[src/hw/rtl/bmft_pkg.sv]
// Shared types and constants for the block-mapped flash translation block.
// No dependencies; imported by the controller, datapath and top level.
package bmft_pkg;

    localparam int CMD_W    = 3;
    localparam int PAGE_W   = 12;
    localparam int PBLK_W   = 7;

    // geometry, fixed by the output field widths
    localparam int BLOCK_PAGES     = 32;
    localparam int LOGICAL_BLOCKS  = 64;
    localparam int PHYSICAL_BLOCKS = 72;

    localparam logic [CMD_W-1:0] CMD_READ      = 3'd0;
    localparam logic [CMD_W-1:0] CMD_PROGRAM   = 3'd1;
    localparam logic [CMD_W-1:0] CMD_COPY      = 3'd2;
    localparam logic [CMD_W-1:0] CMD_ERASE     = 3'd3;
    localparam logic [CMD_W-1:0] CMD_NOT_FOUND = 3'd4;
    localparam logic [CMD_W-1:0] CMD_NO_FREE   = 3'd5;

    localparam logic ACT_READ  = 1'b0;
    localparam logic ACT_WRITE = 1'b1;

    // controller -> datapath
    typedef struct packed {
        logic load;        // capture request
        logic map_rd;      // read map entry of current lbn
        logic pop;         // pop free stack (new map or merge block)
        logic pop_merge;   // pop is for the merge destination
        logic scan_init;   // start page scan from the top
        logic spare_rd;    // issue spare read of scan page
        logic scan_step;   // evaluate returned spare entry, advance
        logic merge_fin;   // erase done: push old block, remap
        logic prog;        // program host page and bump fill
        logic emit;        // load output register from cmd fields
        logic [CMD_W-1:0] emit_cmd;
        logic emit_last;
    } bmft_ctl_t;

    // datapath -> controller
    typedef struct packed {
        logic out_busy;    // output register holds an unread beat
        logic out_range;   // lbn beyond logical range
        logic is_write;
        logic mapped;
        logic full;
        logic fill_zero;
        logic free_empty;
        logic scan_done;   // scan index is at the bottom page
        logic hit;         // read: spare matches; merge: copy needed
    } bmft_sts_t;

endpackage

[src/hw/rtl/bmft_ctrl.sv]
// Controller state machine of the flash translation block.
// Depends on bmft_pkg; drives bmft_dp through command/status structs.
module bmft_ctrl
    import bmft_pkg::*;
(
    input  logic      aclk,
    input  logic      aresetn,
    input  logic      s_fire,
    output logic      s_ready,
    input  bmft_sts_t sts,
    output bmft_ctl_t ctl
);

    localparam logic [3:0] ST_IDLE   = 4'd0;
    localparam logic [3:0] ST_MAP    = 4'd1;
    localparam logic [3:0] ST_DECIDE = 4'd2;
    localparam logic [3:0] ST_SRD    = 4'd3;
    localparam logic [3:0] ST_SCHK   = 4'd4;
    localparam logic [3:0] ST_MRD    = 4'd5;
    localparam logic [3:0] ST_MCHK   = 4'd6;
    localparam logic [3:0] ST_ERASE  = 4'd7;
    localparam logic [3:0] ST_PROG   = 4'd8;
    localparam logic [3:0] ST_FLUSH  = 4'd9;

    logic [3:0] state_reg, state_next;

    always_ff @(posedge aclk) begin
        if (!aresetn) begin
            state_reg <= ST_IDLE;
        end else begin
            state_reg <= state_next;
        end
    end

    assign s_ready = (state_reg == ST_IDLE);

    always_comb begin
        ctl        = '0;
        state_next = state_reg;
        unique case (state_reg)
            ST_IDLE: begin
                if (s_fire) begin
                    ctl.load   = 1'b1;
                    state_next = ST_MAP;
                end
            end
            ST_MAP: begin
                ctl.map_rd = 1'b1;
                state_next = ST_DECIDE;
            end
            ST_DECIDE: begin
                if (!sts.out_busy) begin
                    if (sts.out_range) begin
                        ctl.emit = 1'b1; ctl.emit_cmd = CMD_NOT_FOUND; ctl.emit_last = 1'b1;
                        state_next = ST_FLUSH;
                    end else if (!sts.is_write) begin
                        if (!sts.mapped || sts.fill_zero) begin
                            ctl.emit = 1'b1; ctl.emit_cmd = CMD_NOT_FOUND;
                            ctl.emit_last = 1'b1;
                            state_next = ST_FLUSH;
                        end else begin
                            ctl.scan_init = 1'b1;
                            state_next    = ST_SRD;
                        end
                    end else if (!sts.mapped) begin
                        if (sts.free_empty) begin
                            ctl.emit = 1'b1; ctl.emit_cmd = CMD_NO_FREE;
                            ctl.emit_last = 1'b1;
                            state_next = ST_FLUSH;
                        end else begin
                            ctl.pop    = 1'b1;
                            state_next = ST_PROG;
                        end
                    end else if (sts.full) begin
                        if (sts.free_empty) begin
                            ctl.emit = 1'b1; ctl.emit_cmd = CMD_NO_FREE;
                            ctl.emit_last = 1'b1;
                            state_next = ST_FLUSH;
                        end else begin
                            ctl.pop       = 1'b1;
                            ctl.pop_merge = 1'b1;
                            ctl.scan_init = 1'b1;
                            state_next    = ST_MRD;
                        end
                    end else begin
                        state_next = ST_PROG;
                    end
                end
            end
            ST_SRD: begin
                ctl.spare_rd = 1'b1;
                state_next   = ST_SCHK;
            end
            ST_SCHK: begin
                if (!sts.out_busy) begin
                    if (sts.hit) begin
                        ctl.emit = 1'b1; ctl.emit_cmd = CMD_READ; ctl.emit_last = 1'b1;
                        state_next = ST_FLUSH;
                    end else begin
                        ctl.scan_step = 1'b1;
                        if (sts.scan_done) begin
                            ctl.emit = 1'b1; ctl.emit_cmd = CMD_NOT_FOUND;
                            ctl.emit_last = 1'b1;
                            state_next = ST_FLUSH;
                        end else begin
                            state_next = ST_SRD;
                        end
                    end
                end
            end
            ST_MRD: begin
                ctl.spare_rd = 1'b1;
                state_next   = ST_MCHK;
            end
            ST_MCHK: begin
                if (!sts.out_busy) begin
                    ctl.scan_step = 1'b1;
                    if (sts.hit) begin
                        ctl.emit = 1'b1; ctl.emit_cmd = CMD_COPY;
                    end
                    state_next = sts.scan_done ? ST_ERASE : ST_MRD;
                end
            end
            ST_ERASE: begin
                if (!sts.out_busy) begin
                    ctl.emit = 1'b1; ctl.emit_cmd = CMD_ERASE;
                    ctl.merge_fin = 1'b1;
                    state_next = ST_PROG;
                end
            end
            ST_PROG: begin
                if (!sts.out_busy) begin
                    ctl.prog = 1'b1;
                    ctl.emit = 1'b1; ctl.emit_cmd = CMD_PROGRAM; ctl.emit_last = 1'b1;
                    state_next = ST_FLUSH;
                end
            end
            ST_FLUSH: begin
                if (!sts.out_busy) begin
                    state_next = ST_IDLE;
                end
            end
            default: state_next = ST_IDLE;
        endcase
    end

endmodule

[config.mk]
export PLATFORM = sky130hd
export DESIGN_NAME = bmft_ctrl
export DESIGN_NICKNAME = d
export VERILOG_FILES = /design/src/hw/rtl/bmft_pkg.sv /design/src/hw/rtl/bmft_ctrl.sv
export SDC_FILE = /design/constraint.sdc
export NUM_CORES = 1
export LEC_CHECK = 0
export BUFFER_PORTS_ARGS = -buffer_cell sky130_fd_sc_hd__buf_2
export CORE_UTILIZATION = 50
export CTS_CLUSTER_DIAMETER = 200
export CTS_CLUSTER_SIZE = 24
export DETAILED_ROUTE_END_ITERATION = 12
export HOLD_SLACK_MARGIN = 0.03
export PLACE_DENSITY = 0.85
export SLEW_MARGIN = 20
export SYNTH_ARGS = -nofsm -noshare
export SYNTH_HDL_FRONTEND = slang
export SYNTH_SLANG_ARGS = --single-unit
[constraint.sdc]
create_clock -name aclk -period 1.9 [get_ports aclk]
set_input_delay 0.095 -clock aclk [delete_from_list [all_inputs] [get_ports aclk]]
set_output_delay 0.095 -clock aclk [all_outputs]
set_load 0.01 [all_outputs]
# Word-level counts from Yosys, hierarchy flattened

Cells that the tools add are included.

Register bits: 4
Bits of input ports: 12

Eq/ne operators: 16
Mux-type cells: 55
Reduce and logical (&&, ||, !) cells: 5

Operators by type and width:

| operator                                             | number |
|---|---|
| 2-to-1 mux 4 bit                                     | 18 |
| 2-to-1 mux 5 bit                                     | 10 |
| case mux 4 bit (10 select lines)                     | 1 |
| case mux 4 bit (5 select lines)                      | 1 |
| equality test 4 x 3 -> 1 bit (second input constant) | 4 |
| 2-to-1 mux 3 bit                                     | 5 |
| 2-to-1 mux 1 bit                                     | 14 |
| inequality test 2 bit (second input constant)        | 7 |
| equality test 4 x 2 -> 1 bit (second input constant) | 2 |
| equality test 4 bit (second input constant)          | 2 |
| AND reduction 7 bit                                  | 1 |
| 2-to-1 mux 2 bit                                     | 3 |
| 2-to-1 mux 6 bit                                     | 1 |
| equality test 4 x 1 -> 1 bit (second input constant) | 1 |
| zero test 4 bit                                      | 1 |
| case mux 1 bit (3 select lines)                      | 1 |
| case mux 1 bit (2 select lines)                      | 1 |
| OR reduction 2 bit                                   | 1 |
| zero test 1 bit                                      | 1 |
| logical OR 1 bit                                     | 1 |

# Depth between registers and ports, before layout

Depth in word-level cells: 7
Depth in mapped cells: 5
Depth with buffers taken out: 4

# Worst setup path after synthesis

No wires, ideal clock.

Path kind: register -> output
Start point: register state_reg[2]
End point: output port ctl[4] (netlist bit)
Arrival: 1.245 ns
Required time: 1.805 ns
Path slack: 0.560 ns
Cell stages (with the launch flop): 5
Path through: dfxtp_1 > and2b_4 > nand2b_1 > a221o_1 > o31ai_1

RTL lines:

| what                     | line            | source |
|---|---|---|
| start: declaration       | bmft_ctrl.sv:25 | `logic [3:0] state_reg, state_next;` |
| start signal: assignment | bmft_ctrl.sv:31 | `state_reg <= state_next;` |
| end: declaration         | bmft_ctrl.sv:11 | `output bmft_ctl_t ctl` |

==> impl_metrics.yaml <==
outcome:
  status: "finished, final reports clean"
routing:
  ant_nets: 0
  drt_wl_total_mm: 1.901
  wl_per_cell_um: 13.98
  drc_errors: 0
  first_pass_iters: 4
  num_vias: 853
  viasPerCell: 6.272
  drt_iter0_drc: 39
place:
  portBuffers: 26
  placedInstanceArea_um2: 788.3
  hpwl_mm: 1.463
  place.gp.congestion: 0.9026
sta:
  post-route-period-util_pct: 94.08
  finalSetupViolations: 0
  layout_min_cycle_time_ns: 1.788
  relSlewSlack_pct: 67.50
  fmax_mhz: 559.4
  timing.final.hold_violations: 0
  finClkSkew_ns: 0.001756
  rsz0062_at_grt: "no"
  worst_pin_slew_ns: 0.4825
  finalSetupTns_ns: 0
  drv_slew: 0
layout:
  layout_common_cells: "buf_2 (26), nor2_1 (10), nand2_1 (8)"
  nets: 136
  drive_gt1_share_pct: 31.97
  final_common_cell: "buf_2"
  fillerInstances: 114
  multi_input_area_um2: 530.5
  area_growth_syn_to_layout_pct: 23.57
  largest_reg_flops: 4
  diodes: 0
  ff_latch_area_um2: 82.58
  fin_area_um2: 813.3
cts:
  clkTransAtPathRegs_ns: 0.04
  post_cts_buffers: 0
  cts_tree: "done"
  ctsHoldBuffers: 0
  root_buffer: "clkbuf_4"
  cts_buffers: 3
  cts_sinks: 4
  clockBufferDepth: 2
  clock_latency_ns: 0.23
  cts-htree-levels: 1
setup_path:
  start_kind: "flop"
  path_max_fanout: 14
  reg2reg_depth: 4
  endpoint_kind: "output port"
  crit_type: "flop to output port"
  worstPathRequired_ns: 1.80
  arrival_ns: 1.69
grt:
  antenna_found_initial: 0
  grt_max_degree: 17
  grt_overflow: 0
  grt.total_usage_pct: 29.45
  grt_pass1_wl_mm: 3.001
  grt_pass1_vias: 702
synth:
  async_flop_share_pct: 0
  synth_nets: 108
  yosys_warnings: 0
  yosys_register_bits: 4
  synth.distinct_cells: 44
  synth.avg_cell_area_um2: 6.856
  yosysTopAreaCellShare_pct: 12.17
  synth-seq-area-share_pct: 12.17
  synth_top_area_cell: "dfxtp_1"
  synthTopCellsByArea: "dfxtp_1 (12%), nand2b_1 (5.7%), nor2_1 (5.7%)"
  syn_area_um2: 658.1
  synth_cells: 96
  ys.flop_type: "dfxtp_1"
  synth-edff-count: 0
power_and_ir_drop:
  switching_power_w: 0.0004440
  pwr-share-comb_pct: 66.2
  power_per_cell_area_nw_per_um2: 1084
  switching_share_pct: 50.38
  ir_drop_mv: 0.7204
  intPower_w: 0.0004374
  clkPwrFrac_pct: 11.4
  p_seq_share_pct: 22.4
  leakagePower_nw: 0.3560
floorplan:
  die_area_um2: 1465
  die_h_um: 38.28
  rows: 12
  die_x_um: 38.28
  coreArea_um2: 1171
  pin_count: 27
  start_util_pct: 56.20
worst_hold_path:
  worstHoldPathCells: 2
  hold_class: "primary input to flop"
run:
  max_cap_violations: 0
## layer usage
layer,wire (um),GRT usage [%]
met1,838,37.19
met2,969,47.88
met3,93,4.651
met4,0,14.29
met5,0,0
## worst max-delay path, cell delays in order, from the launching register on
cell and delay [ns]:
dfxtp_2 0.46, and2b_4 0.24, a221o_1 0.33, a41oi_2 0.20
o31ai_1 0.09, buf_2 0.15
## cell families (layout without fill, tap and decap cells)
| family | count (synthesis) | count (layout) | share of synthesized area (%) |
|---|---|---|---|
| buf+inv | 9 | 35 | 7.223 |
| mux | 2 | 2 | 3.042 |
| compound gates | 29 | 29 | 32.89 |
| xor+xnor | 1 | 1 | 1.331 |
| flops | 4 | 4 | 12.17 |
| simple gates | 51 | 51 | 43.35 |
## path summary, 6_finish.rpt
kind	start	to	slack [ns]
hold reg to reg	state_reg[0]$_SDFFE_PN0P_	state_reg[0]$_SDFFE_PN0P_	0.60
hold / removal	aresetn	state_reg[3]$_SDFFE_PN0P_	0.16
setup reg to reg	state_reg[1]$_SDFFE_PN0P_	state_reg[0]$_SDFFE_PN0P_	0.52
setup / recovery	state_reg[2]$_SDFFE_PN0P_	ctl[4]	0.11
## power groups by stage
stage | Clock (W) | Combinational (W) | Sequential [W]
finish | 0.000100 | 0.000583 | 0.000198
global route | 0.000110 | 0.000643 | 0.000203
CTS | 0.000108 | 0.000578 | 0.000192
detailed placement | 0 | 0.000576 | 0.000193
global placement | 0 | 0.000555 | 0.000192
floorplan | 0 | 0.000458 | 0.000146
## Yosys cell counts (3+ instances only)
master	number
a21oi_1	6
a221o_1	3
dfxtp_1	4
inv_1	3
nand2_1	8
nand2b_1	6
nand3_1	4
nand3b_1	3
nor2_1	10
nor3_1	5
o21ai_0	4
## timing repair
item                                    CTS  global route
resized for setup                         1             1
endpoints found under the setup margin    1             1
endpoints found under the hold margin     0             0
## layout make-up
| class | count | share of cell area (%) |
|---|---|---|
| Inverter | 4 | 1.846 |
| Tap cell | 14 | 2.154 |
| Clock buffer | 3 | 2.769 |
| Multi-Input combinational cell | 83 | 65.23 |
| Sequential cell | 4 | 10.15 |
| Timing Repair Buffer | 28 | 17.85 |
## stage by stage
stage / hold slack, ns / cells / total power [W] / util [%] / worst slack (ns)
2_1_floorplan: 0.2232 / 96 / 0.0006042 / - / 0.5597
4_1_cts: 0.1460 / 136 / 0.0008777 / 69.34 / 0.09166
3_3_place_gp: 0.3948 / 133 / 0.0007473 / 67.31 / 0.2574
3_5_place_dp: 0.3914 / 133 / 0.0007693 / 67.31 / 0.2178
6_report: 0.1557 / 136 / 0.0008814 / 69.44 / 0.1125
5_1_grt: 0.1620 / 136 / 0.0009557 / 69.44 / 0.01321
No activity file was read; power rests on OpenSTA's default activity.
